### config.mk
export PLATFORM = sky130hd
export DESIGN_NAME = srec_status
export DESIGN_NICKNAME = d
export VERILOG_FILES = /design/src/hw/rtl/srec_pkg.sv /design/src/hw/rtl/srec_status.sv
export SDC_FILE = /design/constraint.sdc
export NUM_CORES = 1
export LEC_CHECK = 0
export BUFFER_PORTS_ARGS = -buffer_cell sky130_fd_sc_hd__buf_2
export CELL_PAD_IN_SITES_DETAIL_PLACEMENT = 0
export CELL_PAD_IN_SITES_GLOBAL_PLACEMENT = 1
export CORE_ASPECT_RATIO = 0.75
export CORE_UTILIZATION = 28
export DETAILED_ROUTE_END_ITERATION = 6
export PLACE_DENSITY = 0.85
export SLEW_MARGIN = 0
export SYNTH_ARGS = -nofsm -noshare
export SYNTH_HDL_FRONTEND = slang
export SYNTH_SLANG_ARGS = --single-unit
### constraint.sdc
create_clock -name vclk -period 3.7
set_input_delay 0.74 -clock vclk [all_inputs]
set_output_delay 0.74 -clock vclk [all_outputs]
set_load 0.005 [all_outputs]
### src/hw/rtl/srec_pkg.sv
package srec_pkg;

  localparam int CHAR_W = 8;
  localparam int LINE_W = 16;
  localparam int POS_W  = 10;

  localparam logic [POS_W-1:0] POS_MAX = 10'd1023;

  // characters
  localparam logic [CHAR_W-1:0] CH_S       = 8'h53;
  localparam logic [CHAR_W-1:0] CH_CR      = 8'h0D;
  localparam logic [CHAR_W-1:0] CH_LF      = 8'h0A;
  localparam logic [CHAR_W-1:0] CH_ZERO    = 8'h30;
  localparam logic [CHAR_W-1:0] CH_ONE     = 8'h31;
  localparam logic [CHAR_W-1:0] CH_TWO     = 8'h32;
  localparam logic [CHAR_W-1:0] CH_THREE   = 8'h33;
  localparam logic [CHAR_W-1:0] CH_FIVE    = 8'h35;
  localparam logic [CHAR_W-1:0] CH_SIX     = 8'h36;
  localparam logic [CHAR_W-1:0] CH_SEVEN   = 8'h37;
  localparam logic [CHAR_W-1:0] CH_EIGHT   = 8'h38;
  localparam logic [CHAR_W-1:0] CH_NINE    = 8'h39;
  localparam logic [CHAR_W-1:0] CH_UPPER_A = 8'h41;
  localparam logic [CHAR_W-1:0] CH_UPPER_F = 8'h46;
  localparam logic [CHAR_W-1:0] CH_LOWER_A = 8'h61;
  localparam logic [CHAR_W-1:0] CH_LOWER_F = 8'h66;

  // subtracting these leaves the digit value in the low nibble
  localparam logic [CHAR_W-1:0] HEX_UC_OFS = 8'h37;
  localparam logic [CHAR_W-1:0] HEX_LC_OFS = 8'h57;

  typedef enum logic [2:0] {
    ST_OK         = 3'd0,
    ST_START      = 3'd1,
    ST_TYPE       = 3'd2,
    ST_BYTE_COUNT = 3'd3,
    ST_HEX        = 3'd4,
    ST_CHECKSUM   = 3'd5,
    ST_LINE_COUNT = 3'd6,
    ST_CONFLICT   = 3'd7
  } status_t;

  typedef enum logic [1:0] {
    FAM_S19 = 2'd0,
    FAM_S28 = 2'd1,
    FAM_S37 = 2'd2
  } fam_t;

  // everything the end-of-line check looks at
  typedef struct packed {
    logic              start_ok;
    logic              cnt_bad;
    logic              pair_bad;
    logic [CHAR_W-1:0] type_char;
    logic [POS_W-1:0]  char_pos;
    logic [7:0]        declared;
    logic [7:0]        byte_sum;
    logic [7:0]        last_byte;
    logic [LINE_W-1:0] count_field;
    logic [LINE_W-1:0] line;
    logic [LINE_W-1:0] tally;
    fam_t              family;
  } line_info_t;

  // verdict plus updates to the cross-line state
  typedef struct packed {
    status_t status;
    logic    family_we;
    fam_t    family;
    logic    tally_inc;
  } line_verdict_t;

endpackage

### src/hw/rtl/srec_status.sv
module srec_status (
  input  srec_pkg::line_info_t    info,
  output srec_pkg::line_verdict_t verdict
);
  import srec_pkg::*;

  logic [LINE_W-1:0] expect_cnt;
  status_t           rel;
  fam_t              cur;

  assign expect_cnt = info.line - 16'd1 - info.tally;

  // start check, then record type, family and line count checks, then the byte level checks
  always_comb begin
    rel               = ST_OK;
    cur               = FAM_S19;
    verdict.status    = ST_OK;
    verdict.family_we = 1'b0;
    verdict.family    = info.family;
    verdict.tally_inc = 1'b0;
    if (!info.start_ok) begin
      verdict.status = ST_START;
    end else begin
      if (info.line == '0) begin
        if (info.type_char != CH_ZERO) rel = ST_TYPE;
      end else begin
        case (info.type_char)
          CH_ONE, CH_NINE:    cur = FAM_S19;
          CH_TWO, CH_EIGHT:   cur = FAM_S28;
          CH_THREE, CH_SEVEN: cur = FAM_S37;
          CH_FIVE, CH_SIX: begin
            if (info.count_field != expect_cnt) rel = ST_LINE_COUNT;
            verdict.tally_inc = 1'b1;
            cur = info.family;
          end
          default: begin
            rel = ST_TYPE;
            cur = FAM_S19;
          end
        endcase
        if (info.line > 16'd1 && cur != info.family) begin
          rel = ST_CONFLICT;
        end else begin
          verdict.family_we = 1'b1;
          verdict.family    = cur;
        end
      end
      if (rel != ST_OK) begin
        verdict.status = rel;
      end else if (info.char_pos < 10'd4 || info.cnt_bad) begin
        verdict.status = ST_HEX;
      end else if ((info.char_pos - 10'd4) != {1'b0, info.declared, 1'b0}) begin
        verdict.status = ST_BYTE_COUNT;
      end else if (info.pair_bad) begin
        verdict.status = ST_HEX;
      end else if (info.last_byte != ~info.byte_sum) begin
        verdict.status = ST_CHECKSUM;
      end else begin
        verdict.status = ST_OK;
      end
    end
  end

endmodule

### After elaboration in Yosys (flattened, before gate mapping)

Index checks and enable logic that the tools add are counted.

* register bits: 0
* input bits: 95
* output and inout bits: 7
* logic and storage cells: 46

* add/subtract/negate cells: 3
* $lt $le $gt $ge: 2
* eq/ne operators: 13
* muxes and demuxes: 19
* bitwise logic cells: 1
* reduce and logical (&&, ||, !) cells: 8

Operator list (count)
* 8-bit by 6-bit equality test with 1-bit output (second input constant): 8
* 3-bit 2-to-1 mux: 11
* 16-bit by 1-bit > comparator with 1-bit output (second input constant): 1
* 16-bit logical NOT: 1
* 16-bit inequality test: 1
* 16-bit by 1-bit subtractor with 16-bit output (second input constant): 1
* 16-bit subtractor: 1
* 10-bit by 3-bit < comparator with 1-bit output (second input constant): 1
* 10-bit by 9-bit inequality test with 1-bit output: 1
* 10-bit by 3-bit subtractor with 10-bit output (second input constant): 1
* 4-bit 2-to-1 mux: 2
* 8-bit by 6-bit inequality test with 1-bit output (second input constant): 1
* 8-bit inequality test: 1
* 8-bit inverter: 1
* 2-bit 2-to-1 mux: 3
* 2-bit one-hot mux with 3 select lines: 1
* 3-bit one-hot mux with 2 select lines: 1
* 2-bit OR reduction: 3
* 6-bit OR reduction: 1
* 3-bit nonzero test: 1
* 2-bit inequality test: 1
* 1-bit logical AND: 1
* 1-bit logical OR: 1
* 1-bit 2-to-1 mux: 1

### Logic depth before layout (Yosys ltp)

* depth after elaboration: 13
* depth in mapped cells: 12
* gate-level depth less buffers: 12

### Least setup slack after synthesis

OpenSTA, ideal clock, no wires.

* path kind: input to output
* from: input info[2] (netlist bit)
* to: output verdict[4] (netlist bit)
* data arrival time: 2.944 ns
* required time: 2.960 ns
* setup slack: 0.016 ns
* stages: 12
* path buffers: 0
* cell sequence: inv_1 > ha_1 > inv_1 > fa_1 > xnor2_1 > xnor2_1 > o2111ai_1 > a2111oi_0 > o211ai_1 > or3_4 > nor4_1 > or3_1

RTL lines
* from (decl): RTL line srec_status.sv:2 `input srec_pkg::line_info_t info,`
* to (decl): RTL line srec_status.sv:3 `output srec_pkg::line_verdict_t verdict`

==> qor.yml <==
run_status: "finished with violations"
violations: "negative setup slack"
leakage_nw: 1.38
drt-met1-wl_um: 3140
highest-signal-layer: "met4"
wl_per_cell_um: 12.7
drc: 0
rsz0062_at_grt: "yes"
vias_per_cell: 4.89
synth_nets: 370
antenna_found_initial: 0
yosys_warnings: 0
max_stage_delay_ps: 390
ys_seq_area_frac: 0
critical_path.startpoint: "info[19]"
diodes: 0
fp.coreArea_mm2: 0.00592
slew_headroom: 0.637
synth_most_common_cell: "xnor2_1"
gr-usage-all-layers: 0.188
cp_cell_sequence: "buf_2 -> buf_4 -> ha_1 -> nand3_1 -> a211oi_2 -> nor2_1 -> o21ai_0 -> mux2_2 -> o2111ai_4 -> nor4_2 -> or3_1 -> buf_2"
min_period_ps: 3870
die_y_um: 70.3
cp-end-kind: "output pin"
grt_pass1_wl_um: 10200
yosys-top-cells-count: "xnor2_1, nand2_1, inv_1"
crit_path_frequent_cell: "buf_2"
pre_cts_slack_ps: -617
rows: 24
cp.required_ps: 2960
start_util: 0.294
hold_start: "info[1]"
ys_types: 51
setup_tns_ps: -439
setup_viol: 3
first_pass_iters: 4
dp_hpwl_um: 5520
area_delta_synth_final_pct: 65.0
cp_top_family: "simple AND/OR/NAND/NOR gates"
irDropWorstVdd_uv: 73.1
critPathKind: "input port to output pin"
power_density_mw_per_mm2: 139
cp_max_fo: 3
cpMaxStageDelayCell: "mux2_2"
tightest_slew_ps: 539
grt_pass1_vias: 2246
worstPathArrival_ps: 3130
netlist_top_cells_area: "xnor2_1, ha_1, nand2_1"
regArea_um2: 0
place_congestion: 0.893
synthCells: 258
fin_nets: 525
drv_cap: 0
seq_cell_count: 0
yosysTopAreaCell: "xnor2_1"
dr_wl_met3_um: 370
nClkBuffers: 0
antenna_left: 0
worstSetupStartpointType: "input port"
die_area_mm2: 0.00654
hold_viol: 0
wl_um: 6220
hold_slack_ps: 1790
max_freq_mhz: 258
finalCoreUtilization: 0.485
met2_length_um: 2670
hold_class: "input port to output pin"
synth_area_per_cell_um2: 6.75
critPathBufInv: 3
vias: 2389
die_x_um: 93.0
syn_area_mm2: 0.00174
grt_max_degree: 9
maxSlewViolCount: 0
drive_gt1_frac: 0.448
io_pins: 102
yosys.area.top_type_share: 0.161
fin_crit_sh: 1.05
fin_ws_ps: -171
numPortBuffers: 102
drtIter0Drc: 140
grt_remaining_overflow: 0
==> final timing paths <==
kind / endpoint / slack [ps] / cells past startpoint
worst max-delay path: verdict[4] / -170 / 12
worst min-delay path: verdict[2] / 1790 / 4
==> per-layer routing <==
layer	vias up	GRT usage
li1	1264	-
met1	1051	0.287
met2	70	0.297
met3	4	0.0142
met4	0	0.0120
met5	-	0
==> layout by cell type (no fill, tap or decap), types with 2 or more instances in the layout <==
cell	count
nor3_1	12
nor2_1	13
o211ai_1	3
o21a_1	6
nand4_1	4
nor2b_1	2
or3_1	5
ha_1	15
a21oi_1	13
nand3_1	8
nor4_1	7
or4_1	6
xnor2_1	31
mux2_2	2
nand2_1	25
o31ai_1	2
xor2_1	9
nand2b_1	4
a211oi_2	4
a221o_1	2
a31oi_1	2
o21ai_1	3
a211oi_1	3
and3_1	3
o21ai_0	7
a21o_1	3
mux2i_1	2
o2111ai_1	3
a21oi_2	2
buf_2	100
inv_1	22
buf_4	58
==> stage by stage <==
step / std cells / cell area (um^2) / total power [mW]
CTS: 488 / 2810 / 0.384
global route: 489 / 2870 / 0.440
floorplan: 258 / 1740 / 0.202
detailed placement: 487 / 2730 / 0.369
finish: 489 / 2870 / 0.398
global placement: 487 / 2730 / 0.366
==> kinds of logic (layout without fill, tap and decap cells) <==
group,Yosys count,after routing,share of synthesized area
multiplexers,4,4,0.0244
buffers and inverters,30,183,0.0676
AO/OA/AOI/OAI,68,68,0.277
adder cells (fa/ha/maj),17,17,0.127
AND/OR/NAND/NOR,98,98,0.298
XOR/XNOR,41,41,0.206
==> timing repair <==
action	CTS	global route
pin swaps	13	9
setup buffers	1	1
gates cloned	0	0
hold buffers	0	0
endpoints found under the setup margin	3	3
gates resized for setup	15	12
==> worst min-delay path, cell delays in order <==
cell and delay, ps:
buf_2 100, nand2_1 50, o31ai_1 50, buf_2 110
==> layout make-up <==
class / instances / area [um^2]
inverters: 24 / 92.6
well taps: 78 / 97.6
fillers: 610 / 3040
multi-input cells: 228 / 1730
repair buffers: 159 / 947
==> where the power goes <==
| part | internal [mW] | total [mW] | leakage (nW) | switching (mW) |
|---|---|---|---|---|
| combinational | 0.204 | 0.398 | 1.38 | 0.195 |
| clock | 0 | 0 | 0 | 0 |
| sequential | 0 | 0 | 0 | 0 |
(Power assumes the default switching activity.)
